File: config.mk
export PLATFORM = sky130hd
export DESIGN_NAME = trimmed_mean_window_filter
export DESIGN_NICKNAME = d
export VERILOG_FILES = /design/src/sv/tmwf_pkg.sv /design/src/sv/tmwf_window.sv /design/src/sv/tmwf_divider.sv /design/src/sv/trimmed_mean_window_filter.sv
export VERILOG_INCLUDE_DIRS = /design/src /design/src/sv
export SDC_FILE = /design/constraint.sdc
export NUM_CORES = 1
export LEC_CHECK = 0
export BUFFER_PORTS_ARGS = -buffer_cell sky130_fd_sc_hd__clkbuf_2
export CAP_MARGIN = 15
export CORE_MARGIN = 10
export CORE_UTILIZATION = 69
export DETAILED_ROUTE_END_ITERATION = 16
export HOLD_SLACK_MARGIN = 0.05
export PLACE_DENSITY = 0.91
export REMOVE_ABC_BUFFERS = 1
export SLEW_MARGIN = 20
export SYNTH_ARGS = -nofsm -noshare
export SYNTH_HDL_FRONTEND = slang
export SYNTH_SLANG_ARGS = --single-unit
File: constraint.sdc
create_clock -name clk_i -period 8.6 [get_ports clk_i]
set_input_delay 0.86 -clock clk_i [delete_from_list [all_inputs] [get_ports clk_i]]
set_output_delay 0.86 -clock clk_i [all_outputs]
set_load 0.005 [all_outputs]
File: src/sv/trimmed_mean_window_filter_macros.svh
// ----------------------------------------------------------------------------
// Trimmed-mean window filter assertion macros
// Shared helpers that bind concurrent checks to the block clock and reset.
// ----------------------------------------------------------------------------
`ifndef TRIMMED_MEAN_WINDOW_FILTER_MACROS_SVH
`define TRIMMED_MEAN_WINDOW_FILTER_MACROS_SVH

// Consequent must hold in the same cycle as the antecedent.
`define TMWF_ASSERT_SAME(lbl, ante, cons, msg) \
  lbl: assert property (@(posedge clk_i) disable iff (!rst_ni) (ante) |-> (cons)) \
    else $error(msg);

// Consequent must hold in the cycle after the antecedent.
`define TMWF_ASSERT_NEXT(lbl, ante, cons, msg) \
  lbl: assert property (@(posedge clk_i) disable iff (!rst_ni) (ante) |=> (cons)) \
    else $error(msg);

`endif

File: src/sv/tmwf_pkg.sv
// ----------------------------------------------------------------------------
// Trimmed-mean window filter package
// Sizes, sequencer states and interface structs shared by the filter modules.
// ----------------------------------------------------------------------------
`default_nettype none

package tmwf_pkg;

  // Window geometry and derived widths.
  localparam int WINDOW_LEN = 9;
  localparam int SAMPLE_W   = 24;
  localparam int IDX_W      = $clog2(WINDOW_LEN);
  localparam int CNT_W      = $clog2(WINDOW_LEN + 1);
  localparam int SUM_W      = SAMPLE_W + $clog2(WINDOW_LEN);

  // The divider retires two quotient bits per step.
  localparam int DIV_W      = SUM_W + (SUM_W % 2);
  localparam int DIV_STEPS  = DIV_W / 2;
  localparam int STEP_W     = $clog2(DIV_STEPS + 1);

  // Sequencer states.
  typedef enum logic [2:0] {
    ST_IDLE,
    ST_SCAN,
    ST_TRIM,
    ST_START,
    ST_DIV,
    ST_OUT
  } state_e;

  // Write command into the sample ring.
  typedef struct packed {
    logic                       fill;
    logic                       push;
    logic signed [SAMPLE_W-1:0] data;
  } win_cmd_t;

  // Request into the divider.
  typedef struct packed {
    logic                       start;
    logic signed [SUM_W-1:0]    dividend;
    logic        [CNT_W-1:0]    divisor;
  } div_req_t;

endpackage

`default_nettype wire

File: src/sv/tmwf_window.sv
// ----------------------------------------------------------------------------
// Sample ring
// Holds the window entries and the write slot, with one indexed read port.
// ----------------------------------------------------------------------------
`default_nettype none

module tmwf_window (
  input  wire logic                                 clk_i,
  input  wire logic                                 rst_ni,
  input  wire tmwf_pkg::win_cmd_t                   cmd_i,
  input  wire logic        [tmwf_pkg::IDX_W-1:0]    rd_idx_i,
  output logic signed      [tmwf_pkg::SAMPLE_W-1:0] rd_data_o,
  output logic             [tmwf_pkg::IDX_W-1:0]    wr_slot_o
);

  localparam logic [tmwf_pkg::IDX_W-1:0] LastSlot =
    tmwf_pkg::IDX_W'(tmwf_pkg::WINDOW_LEN - 1);

  logic signed [tmwf_pkg::SAMPLE_W-1:0] entry_q [tmwf_pkg::WINDOW_LEN];
  logic        [tmwf_pkg::IDX_W-1:0]    slot_q;
  logic        [tmwf_pkg::IDX_W-1:0]    slot_d;

  // A fill rewinds the slot; a push advances it around the ring.
  always_comb begin
    slot_d = slot_q;
    if (cmd_i.fill) begin
      slot_d = '0;
    end else if (cmd_i.push) begin
      slot_d = (slot_q == LastSlot) ? '0 : slot_q + 1'b1;
    end
  end

  // Entry storage: a fill loads every entry, a push loads the current slot.
  always_ff @(posedge clk_i or negedge rst_ni) begin
    if (!rst_ni) begin
      slot_q <= '0;
      for (int i = 0; i < tmwf_pkg::WINDOW_LEN; i++) begin
        entry_q[i] <= '0;
      end
    end else begin
      slot_q <= slot_d;
      for (int i = 0; i < tmwf_pkg::WINDOW_LEN; i++) begin
        if (cmd_i.fill || (cmd_i.push && (slot_q == tmwf_pkg::IDX_W'(i)))) begin
          entry_q[i] <= cmd_i.data;
        end
      end
    end
  end

  assign rd_data_o = entry_q[rd_idx_i];
  assign wr_slot_o = slot_q;

endmodule

`default_nettype wire

File: src/sv/tmwf_divider.sv
// ----------------------------------------------------------------------------
// Iterative signed divider
// Restoring division of the window sum by the entry count, two bits a step,
// with the quotient truncated toward zero.
// ----------------------------------------------------------------------------
`default_nettype none

module tmwf_divider (
  input  wire logic                                 clk_i,
  input  wire logic                                 rst_ni,
  input  wire tmwf_pkg::div_req_t                   req_i,
  output logic                                      done_o,
  output logic signed      [tmwf_pkg::SAMPLE_W-1:0] quot_o
);

  localparam int CW = tmwf_pkg::CNT_W;

  logic                              busy_q;
  logic                              done_q;
  logic [tmwf_pkg::STEP_W-1:0]       cnt_q;
  logic [CW-1:0]                     rem_q;
  logic [CW-1:0]                     den_q;
  logic [tmwf_pkg::DIV_W-1:0]        mag_q;
  logic                              neg_q;

  logic [tmwf_pkg::SUM_W-1:0]        abs_val;
  logic [CW:0]                       r1;
  logic [CW:0]                       r1s;
  logic [CW:0]                       r2;
  logic [CW:0]                       r2s;
  logic                              ge1;
  logic                              ge2;
  logic [tmwf_pkg::SAMPLE_W-1:0]     q_mag;

  // Magnitude of the dividend; the sum never reaches the most negative code.
  assign abs_val = req_i.dividend[tmwf_pkg::SUM_W-1] ?
                   tmwf_pkg::SUM_W'(-req_i.dividend) :
                   tmwf_pkg::SUM_W'(req_i.dividend);

  // Two chained restoring steps on the narrow remainder.
  always_comb begin
    r1  = {rem_q, mag_q[tmwf_pkg::DIV_W-1]};
    ge1 = (r1 >= {1'b0, den_q});
    r1s = ge1 ? (r1 - {1'b0, den_q}) : r1;
    r2  = {r1s[CW-1:0], mag_q[tmwf_pkg::DIV_W-2]};
    ge2 = (r2 >= {1'b0, den_q});
    r2s = ge2 ? (r2 - {1'b0, den_q}) : r2;
  end

  // Step sequencing; quotient bits shift in at the bottom of mag_q.
  always_ff @(posedge clk_i or negedge rst_ni) begin
    if (!rst_ni) begin
      busy_q <= 1'b0;
      done_q <= 1'b0;
      cnt_q  <= '0;
    end else begin
      done_q <= 1'b0;
      if (req_i.start) begin
        busy_q <= 1'b1;
        cnt_q  <= tmwf_pkg::STEP_W'(tmwf_pkg::DIV_STEPS);
      end else if (busy_q) begin
        cnt_q <= cnt_q - 1'b1;
        if (cnt_q == tmwf_pkg::STEP_W'(1)) begin
          busy_q <= 1'b0;
          done_q <= 1'b1;
        end
      end
    end
  end

  // Datapath registers.
  always_ff @(posedge clk_i) begin
    if (req_i.start) begin
      mag_q <= tmwf_pkg::DIV_W'(abs_val);
      rem_q <= '0;
      den_q <= req_i.divisor;
      neg_q <= req_i.dividend[tmwf_pkg::SUM_W-1];
    end else if (busy_q) begin
      mag_q <= {mag_q[tmwf_pkg::DIV_W-3:0], ge1, ge2};
      rem_q <= r2s[CW-1:0];
    end
  end

  assign q_mag  = mag_q[tmwf_pkg::SAMPLE_W-1:0];
  assign quot_o = neg_q ? -q_mag : q_mag;
  assign done_o = done_q;

endmodule

`default_nettype wire

File: src/sv/trimmed_mean_window_filter.sv
// ----------------------------------------------------------------------------
// Trimmed-mean window filter
// Moving-window filter that averages a ring of samples after dropping the
// smallest and largest entry once the window is full.
// ----------------------------------------------------------------------------
// Each item with tuser low writes its sample into the 9-entry ring and yields
// one result: the truncated mean of the filled entries, or, once all count,
// the mean without the first minimum and first maximum. An item with tuser
// high loads every entry with its sample, rewinds the write slot and yields
// nothing. From acceptance to result a sample item goes through one pass over
// the ring with the shared accumulate and compare unit, the trim state, the
// divider launch state, 14 steps of the radix-4 divider, the state in which
// the sequencer sees the divider finish, then the load of the output register,
// which waits until that register is free. The input stays not ready until
// the result is in the output register; a result waiting there does not stop
// the next item from entering.
// ----------------------------------------------------------------------------
`default_nettype none

`include "trimmed_mean_window_filter_macros.svh"

module trimmed_mean_window_filter (
  input  wire logic        clk_i,
  input  wire logic        rst_ni,
  input  wire logic        s_axis_tvalid_i,
  output logic             s_axis_tready_o,
  input  wire logic [23:0] s_axis_tdata_i,   // [23:0] sample
  input  wire logic        s_axis_tuser_i,   // [0] func (1 = fill window)
  output logic             m_axis_tvalid_o,
  input  wire logic        m_axis_tready_i,
  output logic      [23:0] m_axis_tdata_o    // [23:0] filtered
);

  localparam int N  = tmwf_pkg::WINDOW_LEN;
  localparam int IW = tmwf_pkg::IDX_W;
  localparam int CW = tmwf_pkg::CNT_W;
  localparam int SW = tmwf_pkg::SAMPLE_W;
  localparam int AW = tmwf_pkg::SUM_W;

  localparam logic [IW-1:0] LastIdx  = IW'(N - 1);
  localparam logic [CW-1:0] FullCnt  = CW'(N);
  localparam logic [CW-1:0] TrimOne  = CW'(N - 1);
  localparam logic [CW-1:0] TrimTwo  = CW'(N - 2);

  tmwf_pkg::state_e   state_q, state_d;
  tmwf_pkg::win_cmd_t win_cmd;
  tmwf_pkg::div_req_t div_req;

  logic [IW-1:0]        idx_q, idx_d;
  logic signed [AW-1:0] sum_q, sum_d;
  logic [CW-1:0]        cnt_q, cnt_d;
  logic signed [SW-1:0] min_q, min_d;
  logic signed [SW-1:0] max_q, max_d;
  logic [IW-1:0]        lo_q, lo_d;
  logic [IW-1:0]        hi_q, hi_d;
  logic [CW-1:0]        den_q, den_d;
  logic signed [SW-1:0] out_q, out_d;
  logic                 out_vld_q, out_vld_d;

  logic signed [SW-1:0] rd_data;
  logic [IW-1:0]        wr_slot;
  logic                 counts;
  logic                 full;
  logic                 in_acc;
  logic                 div_done;
  logic signed [SW-1:0] quot;

  // Sample ring.
  tmwf_window u_window (
    .clk_i     (clk_i),
    .rst_ni    (rst_ni),
    .cmd_i     (win_cmd),
    .rd_idx_i  (idx_q),
    .rd_data_o (rd_data),
    .wr_slot_o (wr_slot)
  );

  // Divider for the final mean.
  tmwf_divider u_divider (
    .clk_i  (clk_i),
    .rst_ni (rst_ni),
    .req_i  (div_req),
    .done_o (div_done),
    .quot_o (quot)
  );

  assign s_axis_tready_o = (state_q == tmwf_pkg::ST_IDLE);
  assign in_acc          = s_axis_tvalid_i && s_axis_tready_o;

  // An entry counts when nonzero, below the write slot, or the last slot
  // while the write slot sits at zero.
  assign counts = (rd_data != '0) || (idx_q < wr_slot) ||
                  ((wr_slot == '0) && (idx_q == LastIdx));
  assign full   = (cnt_q == FullCnt);

  // Ring writes come straight from an accepted item.
  always_comb begin
    win_cmd.fill = in_acc && s_axis_tuser_i;
    win_cmd.push = in_acc && !s_axis_tuser_i;
    win_cmd.data = s_axis_tdata_i;
  end

  // Divider launch uses the trimmed sum and the entry count.
  always_comb begin
    div_req.start    = (state_q == tmwf_pkg::ST_START);
    div_req.dividend = sum_q;
    div_req.divisor  = den_q;
  end

  // Sequencer and shared accumulate/compare unit.
  always_comb begin
    state_d   = state_q;
    idx_d     = idx_q;
    sum_d     = sum_q;
    cnt_d     = cnt_q;
    min_d     = min_q;
    max_d     = max_q;
    lo_d      = lo_q;
    hi_d      = hi_q;
    den_d     = den_q;
    out_d     = out_q;
    out_vld_d = out_vld_q && !m_axis_tready_i;

    unique case (state_q)
      tmwf_pkg::ST_IDLE: begin
        if (in_acc && !s_axis_tuser_i) begin
          idx_d   = '0;
          sum_d   = '0;
          cnt_d   = '0;
          state_d = tmwf_pkg::ST_SCAN;
        end
      end
      tmwf_pkg::ST_SCAN: begin
        if (counts) begin
          sum_d = sum_q + AW'(rd_data);
          cnt_d = cnt_q + 1'b1;
        end
        // First minimum and first maximum by strict comparison.
        if ((idx_q == '0) || (rd_data < min_q)) begin
          min_d = rd_data;
          lo_d  = idx_q;
        end
        if ((idx_q == '0) || (rd_data > max_q)) begin
          max_d = rd_data;
          hi_d  = idx_q;
        end
        if (idx_q == LastIdx) begin
          state_d = tmwf_pkg::ST_TRIM;
        end else begin
          idx_d = idx_q + 1'b1;
        end
      end
      tmwf_pkg::ST_TRIM: begin
        // With a full window, every entry was summed; take out the extremes.
        if (full) begin
          if (lo_q != hi_q) begin
            sum_d = sum_q - AW'(min_q) - AW'(max_q);
            den_d = TrimTwo;
          end else begin
            sum_d = sum_q - AW'(min_q);
            den_d = TrimOne;
          end
        end else begin
          den_d = cnt_q;
        end
        state_d = tmwf_pkg::ST_START;
      end
      tmwf_pkg::ST_START: begin
        state_d = tmwf_pkg::ST_DIV;
      end
      tmwf_pkg::ST_DIV: begin
        if (div_done) begin
          state_d = tmwf_pkg::ST_OUT;
        end
      end
      tmwf_pkg::ST_OUT: begin
        // Load the result once the output register is free.
        if (!out_vld_q || m_axis_tready_i) begin
          out_d     = quot;
          out_vld_d = 1'b1;
          state_d   = tmwf_pkg::ST_IDLE;
        end
      end
      default: begin
        state_d = tmwf_pkg::ST_IDLE;
      end
    endcase
  end

  // Control registers.
  always_ff @(posedge clk_i or negedge rst_ni) begin
    if (!rst_ni) begin
      state_q   <= tmwf_pkg::ST_IDLE;
      out_vld_q <= 1'b0;
      idx_q     <= '0;
    end else begin
      state_q   <= state_d;
      out_vld_q <= out_vld_d;
      idx_q     <= idx_d;
    end
  end

  // Datapath registers.
  always_ff @(posedge clk_i) begin
    sum_q <= sum_d;
    cnt_q <= cnt_d;
    min_q <= min_d;
    max_q <= max_d;
    lo_q  <= lo_d;
    hi_q  <= hi_d;
    den_q <= den_d;
    out_q <= out_d;
  end

  assign m_axis_tvalid_o = out_vld_q;
  assign m_axis_tdata_o  = out_q;

  // A sample item always starts a scan at the first slot.
  `TMWF_ASSERT_NEXT(a_scan_start, in_acc && !s_axis_tuser_i,
                    (state_q == tmwf_pkg::ST_SCAN) && (idx_q == '0),
                    "sample item did not start a scan")

  // The divider is never launched with a zero count.
  `TMWF_ASSERT_SAME(a_den_nonzero, state_q == tmwf_pkg::ST_START, den_q != '0,
                    "divider launched with zero count")

  // A new result appears only when the sequencer hands one over.
  `TMWF_ASSERT_SAME(a_out_source, $rose(m_axis_tvalid_o),
                    $past(state_q == tmwf_pkg::ST_OUT),
                    "result appeared outside the output step")

  // The write slot stays inside the ring.
  `TMWF_ASSERT_SAME(a_slot_range, 1'b1, wr_slot <= LastIdx,
                    "write slot outside the ring")

endmodule

`default_nettype wire

* Word level (Yosys, flattened, before mapping) *
Index checks and enable logic that the tools add are counted.

storage, ports and cells
  bits of input ports = 29
  flip-flop bits (word level) = 387
  output and inout bits = 26

operators by class
  bitwise logic cells = 1
  add/subtract/negate cells = 11
  magnitude comparators = 6
  reductions and logical operators = 46
  multiplexer cells = 39
  equal/unequal tests = 24

operators with widths
  operator                                       count
  two-way mux 28 bit                             7
  binary-select mux 24 bit (select 4 bit)        1
  case mux 28 bit (3 select lines)               1
  two-way mux 24 bit                             3
  subtractor 28 x 24 -> 28 bit                   2
  two-way mux 4 bit                              12
  adder 28 x 24 -> 28 bit                        1
  negator 28 bit                                 1
  > comparator 24 bit                            1
  less-than comparator 24 bit                    1
  negator 24 bit                                 1
  nonzero test 24 bit                            1
  case mux 3 bit (6 select lines)                1
  == test 4 x 3 -> 1 bit, second input constant  4
  case mux 4 bit (2 select lines)                2
  logical AND 1 bit                              14
  logical OR 1 bit                               14
  adder 4 x 1 -> 4 bit, second input constant    3
  == test 4 bit, second input constant           3
  two-way mux 3 bit                              4
  >= comparator 5 x 4 -> 1 bit                   2
  inequality test 2 bit, second input constant   5
  == test 4 x 1 -> 1 bit, second input constant  2
  == test 4 x 2 -> 1 bit, second input constant  2
  19 further kinds                               39

* Logic depth before layout (Yosys ltp) *
Gate-level depths: netlist (run 1).

  depth in word-level cells = 9
  depth in mapped cells = 22

* Hierarchy *
A second synthesis (run 1) with hierarchy kept.

second synthesis, totals
  cell total of the unflattened synthesis = 2060
  area total of the unflattened synthesis = 23351.1 µm²

by module, submodules not included
  module                      cells an instance  area each (µm²)  times used
  tmwf_window                 684                10156.0          1
  trimmed_mean_window_filter  1035               10039.6          1
  tmwf_divider                341                3155.5           1

* Least setup slack after synthesis (run 1) *
No wires, ideal clock.

  kind = reg-to-reg
  start point = register idx_q[0]
  end point = register hi_q[0], enable pin
  library setup time = 430 ps
  period minus slack after synthesis = 5461 ps
  stages on the path, launching flop included = 20
  data arrival time = 5031 ps
  slack = 3139 ps
  path through = dfrtp_1 > buf_2 > buf_2 > buf_2 > buf_2 > mux2i_1 > nor2_1 > a21oi_1 > o22ai_1 > ha_1 > nor2b_1 > o21a_1 > o21a_1 > o21a_1 > o21ai_0 > nand2b_1 > a21oi_1 > a2bb2oi_1 > nand4b_1 > a31oi_1

on the way
  cells in the longest elaborated chain, start to end = 7
  elaborated cells between the ends (all ways) = 8

ends and longest elaborated chain
  item                                                   line                               text
  start: declaration                                     trimmed_mean_window_filter.sv:49   logic [IW-1:0] idx_q, idx_d;
  start signal: assignment                               trimmed_mean_window_filter.sv:199  idx_q <= idx_d;
  NOT 4 -> 5 bit (implied by the code)                   tmwf_window.sv:50                  assign rd_data_o = entry_q[rd_idx_i];
  binary-select mux 24 bit (select 4 bit)                tmwf_window.sv:50
  two-way mux 24 bit (implied by the code) (2 in a row)  tmwf_window.sv:50
  named net rd_data[1]                                   trimmed_mean_window_filter.sv:60   logic signed [SW-1:0] rd_data;
  > comparator 24 bit                                    trimmed_mean_window_filter.sv:143  if ((idx_q == '0) || (rd_data > max_q)) begin
  logical OR 1 bit                                       trimmed_mean_window_filter.sv:143
  AND reduction 2 bit (no line)                          -
  end signal: assignment                                 trimmed_mean_window_filter.sv:210  hi_q <= hi_d;
  end: declaration                                       trimmed_mean_window_filter.sv:55   logic [IW-1:0] hi_q, hi_d;

The timed path passes the listed nets, and every way through them passes these cells. The select of a mux whose other input is x is not followed.
A chain may end at the register's enable or synchronous reset.

* Worst setup path in the final report (run 1) *
  start point = register idx_q[1]
  end point = register sum_q[26], data pin

on the way
  cells in the longest elaborated chain, start to end = 7

ends and longest elaborated chain
  item                                                   line                               text
  NOT 4 -> 5 bit (implied by the code)                   tmwf_window.sv:50
  binary-select mux 24 bit (select 4 bit)                tmwf_window.sv:50
  two-way mux 24 bit (implied by the code) (2 in a row)  tmwf_window.sv:50
  named net rd_data[0]                                   trimmed_mean_window_filter.sv:60
  adder 28 x 24 -> 28 bit                                trimmed_mean_window_filter.sv:135  sum_d = sum_q + AW'(rd_data);
  two-way mux 28 bit                                     trimmed_mean_window_filter.sv:134  if (counts) begin
  case mux 28 bit (3 select lines)                       trimmed_mean_window_filter.sv:124  unique case (state_q)
  named net sum_d[26]                                    trimmed_mean_window_filter.sv:50   logic signed [AW-1:0] sum_q, sum_d;
  end signal: assignment                                 trimmed_mean_window_filter.sv:205  sum_q <= sum_d;
  end: declaration                                       trimmed_mean_window_filter.sv:50

The timed path passes the listed nets, and every way through them passes these cells. The select of a mux whose other input is x is not followed.

==> results of run 1 <==
[cell usage after synthesis (all sizes together), types with 4 or more instances]
cell type    n  area [um2]
dfrtp      234        5860
mux2       218        2450
ha         151        1890
edfxtp     149        4470
nor2       132         495
a21oi      129         646
o21ai      103         515
nand2      100         375
inv         89         334
xnor2       77         674
clkbuf      65         244
mux2i       55         551
xor2        50         438
a21o        46         345
o22ai       34         213
mux4        29         653
nand2b      29         181
o21a        27         203
nand4       20         125
nor2b       20         125
nor3        20         100
nand3       19        95.1
a211oi      17         128
o31ai       15         126
or2         14        90.1
or3         14        98.9
buf         13        57.6
o41ai       12         105
a31oi       11        68.8
or4          9        75.1
a21boi       7        52.6
a221o        7        70.1
nor4         7        43.8
o211ai       7        52.6
o21bai       6        45.0
and2         5        31.3
fa           5         100
o31a         5        43.8
o32ai        5        43.8
a2bb2oi      4        35.0
a31o         4        35.0
and3         4        25.0
dfxtp        4        80.1
[worst min path at each step]
stage	end	slack, ns	cells past startpoint
6_report	u_window.entry_q[92]	0.28	1
5_1_grt	u_window.entry_q[92]	0.36	1
4_1_cts	u_window.entry_q[92]	0.33	1
3_5_place_dp	u_divider.den_q[2]	0.41	0
3_3_place_gp	u_divider.den_q[2]	0.40	0
2_1_floorplan	u_divider.den_q[0]	0.40	0
[registers in the layout, indices dropped and copies added (netlist names), 24 cells and up]
signal / flops
u_divider.mag_q: 28
max_q: 24
sum_q: 28
min_q: 24
u_window.entry_q: 216
m_axis_tdata_o: 24
[cells in the final DEF, fill, tap and decap left out, drive strengths merged, types with 6 or more instances in the layout]
cell / Yosys / final
dfrtp: 234 / 234
a211oi: 17 / 17
a21boi: 7 / 7
nor2: 132 / 132
mux2: 218 / 218
xor2: 50 / 50
nor2b: 20 / 20
a21o: 46 / 46
nor3: 20 / 20
o211ai: 7 / 7
clkinv: 1 / 8
a21oi: 129 / 129
or3: 14 / 14
xnor2: 77 / 77
ha: 151 / 151
edfxtp: 149 / 149
a31oi: 11 / 11
o21bai: 6 / 6
o41ai: 12 / 12
inv: 89 / 90
nor4: 7 / 7
a221o: 7 / 7
mux2i: 55 / 55
or2: 14 / 14
o21a: 27 / 27
buf: 13 / 25
nand4: 20 / 20
nand3: 19 / 19
clkbuf: 65 / 114
nand2b: 29 / 29
o22ai: 34 / 34
o31ai: 15 / 15
nand2: 100 / 100
mux4: 29 / 29
or4: 9 / 9
o21ai: 103 / 103
[power breakdown]
group	switching, mW	leakage (nW)	internal (mW)	total [mW]
Sequential	0.0000000000000000139	4.41	1.91	1.91
Combinational	0.0373	6.72	0.00726	0.0446
Clock	0.759	0.651	1.04	1.80
[logic make-up after synthesis]
kind of cell    after synthesis
fa+ha+maj                   156
buf+inv                     168
simple gates                406
flops                       387
mux                         302
xor+xnor                    127
compound gates              461
[metal layers]
layer	track usage [%]	part of all wire, %	vias to the layer above
met5	0	0.028	-
met4	17.2	5.8	2
met3	4.98	8.2	236
met2	49.5	49	965
met1	33.2	37	8367
li1	-	-	7509
[stage by stage]
step	power [mW]	hold WS, ns
2_1_floorplan	1.94	0.400
5_1_grt	3.83	0.362
4_1_cts	3.76	0.333
3_5_place_dp	1.99	0.412
3_3_place_gp	1.98	0.403
6_report	3.75	0.284
[cell type report]
cell class	count	area, um2	area share (%)
Clock inverter	15	185	0.746
Sequential cell	387	10400	42.0
Multi-Input combinational cell	1452	11700	47.1
Tap cell	442	553	2.23
Inverter	90	338	1.36
Clock buffer	61	1170	4.73
Timing Repair Buffer	78	460	1.86
==> run_results.csv, run 1 <==
group,metric,value,unit
run_status,status,"completed",
yosys,synth_top_family_by_area,"multiplexers",
yosys,synth-xor-area-share,4.90,%
sta,worst_slew_pin_slew,1.19,ns
worst_hold_path,hold_class,"in -> async",
routing,drt-total-wl,59800,um
setup_path,regToRegEndpoint,"sum_q[26]",
yosys,syn_inst,2007,
yosys,avgSynthCellArea,11.3,um2
routing,dr.first_iter.drc_count,1891,
routing,routed_via_density,6.76,
routing,routedWlPerCell,23.7,um
clocking,clkLatencyLatePin,0.56,ns
setup_path,worst_setup_path_end_kind,"flip-flop",
routing,dr.pass1.iters,6,
clocking,cts_setup_buffers,0,
yosys,synth_fa_ha_area_share,8.76,%
finish,drive_above_1_share,20.0,%
yosys,synth-edff-count,149,
power,max-vdd-ir-drop,0.177,mV
yosys,ys_seq_area_share,45.8,%
run,max-cap-violations,0,
clocking,cts_max_path_buffers,3,
placement,dp.cells,2449,
setup_path,crit_start,"idx_q[1]",
setup_path,cp-endpoint,"sum_q[26]",
sta,max_clock_freq,170,MHz
power,p_per_area,151,nW/um2
floorplanning,rows,66,
sta,final_max_slew_viol_count,0,
sta,fin_skew,0.0256,ns
sta,relSlewSlack,20.5,%
setup_path,path_buf_inv,3,
yosys,synth-async-reset-ratio,60.5,%
setup_path,cpPeakStageDelay,0.71,ns
global_routing,overflow,0,
routing,vias,17100,
floorplanning,io_pins,55,
placement,io_buffers,54,
setup_path,crit_cells,18,
yosys,synthMuxAreaShare,16.1,%
setup_path,crit_arrival,6.18,ns
clocking,hold_buffers,0,
yosys,synth_compound_area_share,12.9,%
finish,fin_nets,2235,
finish,final_cells,2525,
setup_path,reg2reg_depth,18,
setup_path,worstReg2RegStart,"idx_q[1]",
setup_path,worst-r2r-setup-slack,2.70,ns
global_routing,antenna_found_initial,2,
setup_path,cp_cell_sequence,"buf_4, nand2b_1, buf_4, a2bb2oi_1, a2bb2oi_1, inv_1, ha_1, fa_1, a211oi_1, o21ai_0, and3b_1, o21a_1, o31ai_1, o311a_1, a21oi_1, xnor2_1, nor2_1, a221o_1",
power,p_leak,11.8,nW
yosys,ys_ff_latch,387,
yosys,yosys.area_share.simple,8.68,%
global_routing,grt_pass1_vias,17700,
sta,hold_viol_final,0,
sta,min_period_over_period,68.6,%
floorplanning,die_h,201,um
routing,drtAntennaViolNets,0,
global_routing,grt_pass1_wl,94100,um
finish,diodes,0,
routing,drc,0,
clocking,cts-resized-gates,0,
floorplanning,die_w,201,um
global_routing,track_usage,28.8,%
sta,setup_ws,2.70,ns
placement,dp_worst_setup_slack,2.90,ns
yosys,yosysWarnings,0,
setup_path,crit_type,"reg -> reg",
finish,final_util,76.2,%
yosys,netlist_area,22700,um2
setup_path,path_max_fanout,19,
setup_path,worst_setup_path_start_kind,"flip-flop",
placement,gp_congestion,1.04,
clocking,root_buffer,"clkbuf_16",
sta,setup_viol,0,
global_routing,grt_max_degree,88,
setup_path,crit_required,8.88,ns
floorplanning,die_area,40600,um2
sta,period_needed,5.90,ns
floorplanning,core_area,32500,um2
floorplanning,start_util,69.8,%
clocking,cts.reportedPaths.clkPinSlew,0.06,ns
clocking,cts_buffers,41,
clocking,tritoncts,"yes",
finish,fillers,2003,
setup_path,crit_family,"compound AO/OA/AOI/OAI gates",
placement,postPlaceCellArea,23500,um2
sta,rsz0062_at_grt,"no",
clocking,cts_num_sinks,387,
yosys,netlist-cell-type-count,74,
finish,syn2layout_area_growth,9.24,%
sta,setup_tns,0,ns
yosys,ys.flop_type,"dfrtp_1",
finish,postLayoutCellArea,24800,um2
placement,place_hpwl,39300,um
setup_path,critical-path-slowest-cell,"dfrtp_1",
clocking,htree_levels,2,
Note: power is estimated with default switching activity, not from simulation.
==> run 2, diff against run 1 <==
--- a/config.mk
+++ b/config.mk
@@ -9,10 +9,10 @@
 export BUFFER_PORTS_ARGS = -buffer_cell sky130_fd_sc_hd__clkbuf_2
 export CAP_MARGIN = 15
 export CORE_MARGIN = 10
-export CORE_UTILIZATION = 69
+export CORE_UTILIZATION = 58
 export DETAILED_ROUTE_END_ITERATION = 16
 export HOLD_SLACK_MARGIN = 0.05
-export PLACE_DENSITY = 0.91
+export PLACE_DENSITY = 0.82
 export REMOVE_ABC_BUFFERS = 1
 export SLEW_MARGIN = 20
 export SYNTH_ARGS = -nofsm -noshare
==> constraint.sdc (replaced) <==
create_clock -name clk_i -period 5.3 [get_ports clk_i]
set_input_delay 0.53 -clock clk_i [delete_from_list [all_inputs] [get_ports clk_i]]
set_output_delay 0.53 -clock clk_i [all_outputs]
set_load 0.005 [all_outputs]
==> run 2 against run 1 <==
Combinational power up 65%. Register-to-register slack worse by 2.4 ns. Final area up 2.5%. Critical path depth up 3. Count of clock-buffer cells in the layout unchanged. First-iteration DRC count down 38%. Highest routed layer unchanged.
==> run_results.csv, run 2 (same netlist as run 1, synthesis figures left out) <==
group,metric,value,unit
run_status,status,"completed",
finish,fin_nets,2272,
routing,routedWlPerCell,21.4,um
finish,syn2layout_area_growth,11.9,%
setup_path,crit_required,5.62,ns
clocking,cts_num_sinks,387,
finish,fillers,2818,
floorplanning,die_w,218,um
finish,largest_reg_flops,216,
finish,final_cell_mix,"dfrtp_1 (233), mux2_2 (218), ha_1 (151)",
power,power_frac_seq,49.1,%
global_routing,antenna_found_initial,1,
sta,period_needed,5.00,ns
clocking,htree_levels,2,
setup_path,crit_arrival,5.33,ns
power,p_int,5.00,mW
floorplanning,io_pins,55,
power,p_per_area,247,nW/um2
sta,setup_viol,0,
global_routing,grt_pass1_wl,90200,um
power,power_switching,1.29,mW
sta,min_period_over_period,94.4,%
finish,top_regs,"u_window.entry_q x216, sum_q x28, u_divider.mag_q x28",
run,max-cap-violations,0,
finish,drive_above_1_share,22.1,%
setup_path,crit_type,"reg -> reg",
global_routing,track_usage,23.8,%
floorplanning,die_h,218,um
placement,gp_congestion,0.946,
floorplanning,rows,72,
setup_path,reg2reg_depth,21,
placement,postPlaceCellArea,23800,um2
clocking,tritoncts,"yes",
clocking,cts_max_path_buffers,3,
finish,largest-register,"u_window.entry_q",
floorplanning,core_area,38600,um2
setup_path,worst-r2r-setup-slack,0.30,ns
sta,final_max_slew_viol_count,0,
finish,final_cells,2639,
setup_path,regToRegEndpoint,"sum_q[26]",
routing,dr.pass1.iters,5,
clocking,cts.reportedPaths.clkPinSlew,0.06,ns
placement,dp.cells,2560,
finish,final_common_cell,"dfrtp_1",
clocking,clkLatencyLatePin,0.58,ns
placement,io_buffers,54,
routing,drtAntennaViolNets,0,
routing,vias,16300,
floorplanning,start_util,58.8,%
sta,relSlewSlack,41.2,%
floorplanning,die_area,47500,um2
global_routing,grt_pass1_vias,16800,
worst_hold_path,min_to,"m_axis_tvalid_o",
global_routing,grt_max_degree,156,
finish,postLayoutCellArea,25400,um2
routing,dr.first_iter.drc_count,1175,
global_routing,overflow,0,
routing,drt-total-wl,56600,um
setup_path,worstReg2RegStart,"min_q[1]",
routing,drc,0,
sta,max_clock_freq,200,MHz
clocking,root_buffer,"clkbuf_16",
setup_path,worst_setup_path_end_kind,"flip-flop",
setup_path,worst_setup_path_start_kind,"flip-flop",
worst_hold_path,hold_class,"in -> reg",
power,max-vdd-ir-drop,0.337,mV
power,p_leak,12.1,nW
sta,fin_skew,0.0118,ns
placement,place_hpwl,39600,um
sta,hold_viol_final,0,
clocking,cts_buffers,41,
setup_path,path_max_fanout,4,
power,combinationalPowerShare,1.2,%
routing,routed_via_density,6.18,
power,p_sw_share,20.5,%
sta,whs,0.255,ns
worst_hold_path,hold_depth,3,
power,p_clk_share,49.7,%
sta,worst_slew_pin_slew,0.879,ns
worst_hold_path,hp-start,"m_axis_tready_i",
==> run 2: cell count changes in the layout (fill, tap and decap cells not counted), sizes merged <==
cell,change
clkinvlp,-3
inv,+1
diode,+1
dlygate4sd3,+1
bufinv,+2
buf,+36
==> run 2: cell type report <==
type	instances	area [um2]	area share, %
clock buffer	61	1250	4.93
timing repair buffer	115	798	3.14
multi-input combinational	1452	11700	46.2
inverter	90	338	1.33
clock inverter	15	233	0.915
antenna	1	2.50	0.00984
tap	518	648	2.55
sequential	387	10400	41.0
==> run 2: critical path, stage by stage (launching register included) <==
cell      delay (ns)
edfxtp_1        0.42
inv_1           0.12
ha_1            0.24
nor2b_1         0.14
o2111a_1        0.29
nor4b_4         0.37
o21ai_1         0.19
a31oi_2         0.24
o21bai_1        0.09
a21oi_1         0.17
xnor2_1         0.18
ha_1            0.32
a21oi_1         0.13
o21ai_0         0.14
a21o_1          0.20
a221o_1         0.35
a31oi_2         0.24
o21ai_0         0.17
o21ai_1         0.19
a21oi_1         0.10
xor2_1          0.15
a221o_1         0.31
==> run 2: timing repair <==
item | CTS | global route
hold buffers | 0 | 1
hold endpoints to repair | 0 | 46
pin swaps | 0 | 3
buffers inserted | 0 | 0
endpoints found under the setup margin | 4 | 6
gates resized for setup | 1 | 13
==> run 2: worst max-delay path by stage <==
stage | start | to | cells after the start
floorplan | idx_q[0] | hi_q[0] | 12
global placement | min_q[1] | sum_q[26] | 21
detailed placement | min_q[1] | sum_q[26] | 21
CTS | min_q[1] | sum_q[26] | 21
global route | sum_q[1] | sum_q[27] | 23
finish | min_q[1] | sum_q[26] | 21
==> run 2: routing by layer <==
metal	GRT usage, %	vias to the layer above	part of all wire (%)
met4	10.5	2	3.9
met5	0	-	0.027
li1	-	7596	-
met2	40.3	461	49
met1	29.9	8140	42
met3	3.31	115	5.5
==> run 2: power by group through the flow <==
stage	clock (mW)	combinational, mW	sequential, mW
global placement	0	0.0675	3.15
detailed placement	0	0.0721	3.15
CTS	3.17	0.0725	3.09
finish	3.13	0.0738	3.09
floorplan	0	0.00368	3.15
global route	3.28	0.0841	3.09
==> run 2: through the flow <==
step | setup TNS, ns | util (%) | setup WS [ns] | total power [mW]
after global routing | -0.0224 | 65.8 | -0.0224 | 6.45
after detailed placement | -0.115 | 61.7 | -0.0946 | 3.22
after CTS | 0 | 65.5 | 0.0152 | 6.34
final | 0 | 65.8 | 0.299 | 6.29
after floorplan | -123.03 | - | -1.99 | 3.16
after global placement | 0 | 61.7 | 0.117 | 3.22
==> run 3, diff against run 2 <==
--- a/config.mk
+++ b/config.mk
@@ -6,6 +6,7 @@
 export SDC_FILE = /design/constraint.sdc
 export NUM_CORES = 1
 export LEC_CHECK = 0
+export ABC_CLOCK_PERIOD_IN_PS = 5300
 export BUFFER_PORTS_ARGS = -buffer_cell sky130_fd_sc_hd__clkbuf_2
 export CAP_MARGIN = 15
 export CORE_MARGIN = 10
@@ -13,6 +14,7 @@
 export DETAILED_ROUTE_END_ITERATION = 16
 export HOLD_SLACK_MARGIN = 0.05
 export PLACE_DENSITY = 0.82
+export RECOVER_POWER = 50
 export REMOVE_ABC_BUFFERS = 1
 export SLEW_MARGIN = 20
 export SYNTH_ARGS = -nofsm -noshare
==> run 3 against run 2 <==
Critical endpoint is now sum_q[25]. Fmax shrank 1.1%. Die area is the same. Combinational power decreased by 2%. Critical path depth fell by 6. Worst hold slack worse by 0.00084 ns. Utilization down 0.22 points. The flow now finishes with violations (capacitance limit, slew limit). Setup slack lost 0.055 ns. Clock power about the same. Global-route usage stayed put. Critical path type unchanged. First-iteration DRC count decreased by 2.7%. Clock skew increased by 0.0012 ns.
==> run_results.csv, run 3 (same netlist as run 1, synthesis figures left out) <==
group,metric,value,unit
setup_path,cp_cell_sequence,"buf_12, mux4_2, a21oi_1, o22ai_1, ha_1, a21oi_1, o21ai_0, a21o_1, a221o_1, a211oi_1, o41ai_1, a31oi_1, xor2_1, nor2_1, a221o_1",
power,p_sw_share,20.6,%
setup_path,path_max_fanout,29,
finish,largest-register,"u_window.entry_q",
sta,fin_skew,0.0130,ns
run_status,violations,"capacitance limit, slew limit",
clocking,cts_max_path_buffers,3,
floorplanning,start_util,58.8,%
sta,hold_viol_final,0,
power,p_leak,12.0,nW
placement,postPlaceCellArea,23800,um2
routing,routedWlPerCell,21.5,um
floorplanning,rows,72,
sta,worst_slew_pin_slew,2.65,ns
routing,drt-total-wl,56700,um
floorplanning,die_w,218,um
placement,place_hpwl,39600,um
global_routing,overflow,0,
setup_path,path_buf_inv,1,
routing,dr.pass1.iters,5,
finish,diodes,0,
placement,io_buffers,54,
clocking,cts_num_sinks,387,
run,max-cap-violations,4,
setup_path,crit_family,"compound AO/OA/AOI/OAI gates",
setup_path,crit_arrival,5.38,ns
routing,drc,0,
finish,syn2layout_area_growth,11.6,%
finish,final_cells,2638,
worst_hold_path,hp-start,"m_axis_tready_i",
power,combinationalPowerShare,1.1,%
global_routing,grt_max_degree,156,
finish,postLayoutCellArea,25300,um2
finish,final_cell_mix,"dfrtp_1 (233), mux2_2 (218), ha_1 (151)",
routing,dr.first_iter.drc_count,1143,
setup_path,worst_setup_path_start_kind,"flip-flop",
clocking,cts_buffers,41,
power,p_per_area,248,nW/um2
clocking,tritoncts,"yes",
power,p_clk_share,49.7,%
setup_path,cpPeakStageDelay,0.58,ns
placement,dp.cells,2560,
power,power_frac_seq,49.1,%
sta,min_period_over_period,95.4,%
floorplanning,io_pins,55,
setup_path,crit_type,"reg -> reg",
floorplanning,die_h,218,um
finish,fin_nets,2272,
finish,drive_above_1_share,20.4,%
sta,relSlewSlack,-76.6,%
setup_path,worstReg2RegStart,"idx_q[0]",
sta,period_needed,5.06,ns
floorplanning,core_area,38600,um2
routing,vias,16400,
clocking,clkLatencyLatePin,0.58,ns
clocking,cts.reportedPaths.clkPinSlew,0.06,ns
setup_path,worst_setup_path_end_kind,"flip-flop",
finish,top_regs,"u_window.entry_q x216, sum_q x28, u_divider.mag_q x28",
power,power_switching,1.29,mW
setup_path,crit_required,5.63,ns
finish,final_common_cell,"dfrtp_1",
sta,max_clock_freq,198,MHz
finish,largest_reg_flops,216,
sta,final_max_slew_viol_count,172,
setup_path,critical-path-slowest-cell,"mux4_2",
clocking,htree_levels,2,
clocking,root_buffer,"clkbuf_16",
routing,routed_via_density,6.20,
floorplanning,die_area,47500,um2
worst_hold_path,hold_class,"in -> reg",
power,max-vdd-ir-drop,0.337,mV
placement,gp_congestion,0.946,
global_routing,antenna_found_initial,1,
power,p_int,5.00,mW
global_routing,grt_pass1_vias,16800,
routing,drtAntennaViolNets,0,
setup_path,crit_start,"idx_q[0]",
finish,fillers,2841,
run_status,status,"finished with violations",
global_routing,track_usage,23.8,%
sta,setup_viol,0,
sta,setup_tns,0,ns
sta,whs,0.254,ns
clocking,cts_setup_buffers,0,
global_routing,grt_pass1_wl,90200,um
-- run 3: layout make-up --
class                      count  area, um2  area share, %
multi-input combinational   1452      11700           46.3
inverter                      90        338           1.33
clock inverter                15        233          0.918
clock buffer                  61       1250           4.95
tap                          518        648           2.56
timing repair buffer         115        716           2.82
sequential                   387      10400           41.1
-- run 3: power by group through the flow --
stage | sequential (mW) | combinational [mW] | clock, mW
2_1_floorplan | 3.15 | 0.00368 | 0
3_3_place_gp | 3.15 | 0.0675 | 0
3_5_place_dp | 3.15 | 0.0721 | 0
4_1_cts | 3.09 | 0.0725 | 3.17
5_1_grt | 3.09 | 0.0828 | 3.28
6_report | 3.09 | 0.0723 | 3.13
-- run 3: path summary, 6_finish.rpt --
| check | endpoint | slack (ns) | depth (start not counted) |
|---|---|---|---|
| worst max register to register | sum_q[25] | 0.24 | 15 |
| worst min register to register | u_divider.den_q[0] | 0.42 | 0 |
| max in group asynchronous | u_divider.cnt_q[2] | 0.99 | 3 |
| worst min-delay path | m_axis_tvalid_o | 0.25 | 3 |
| worst max-delay path | sum_q[25] | 0.24 | 15 |
| min in group asynchronous | u_window.entry_q[106] | 1.34 | 2 |
-- run 3: per-layer routing --
layer	wire length, um	global-route usage, %	vias up	part of all wire (%)
met1	23800	29.9	8148	42
met3	2940	3.31	114	5.2
met4	2190	10.5	2	3.9
met2	27700	40.3	490	49
met5	15	0	-	0.026
li1	-	-	7611	-
-- run 3: through the flow --
stage / total power [mW] / setup slack, ns / util, %
3_5_place_dp: 3.22 / -0.0946 / 61.7
3_3_place_gp: 3.22 / 0.117 / 61.7
4_1_cts: 6.34 / 0.0152 / 65.5
5_1_grt: 6.45 / -0.0224 / 65.6
2_1_floorplan: 3.16 / -1.99 / -
6_report: 6.29 / 0.244 / 65.6
-- run 3: tightest hold or removal path, stage by stage --
cell and delay (ns):
clkbuf_2 0.09, nand2b_1 0.11, nand2_1 0.05
-- run 3: repair_timing --
item | CTS | global route
pin swaps | 0 | 3
hold buffers | 0 | 1
resized for setup | 1 | 13
hold endpoints to repair | 0 | 46
setup endpoints to repair | 4 | 6
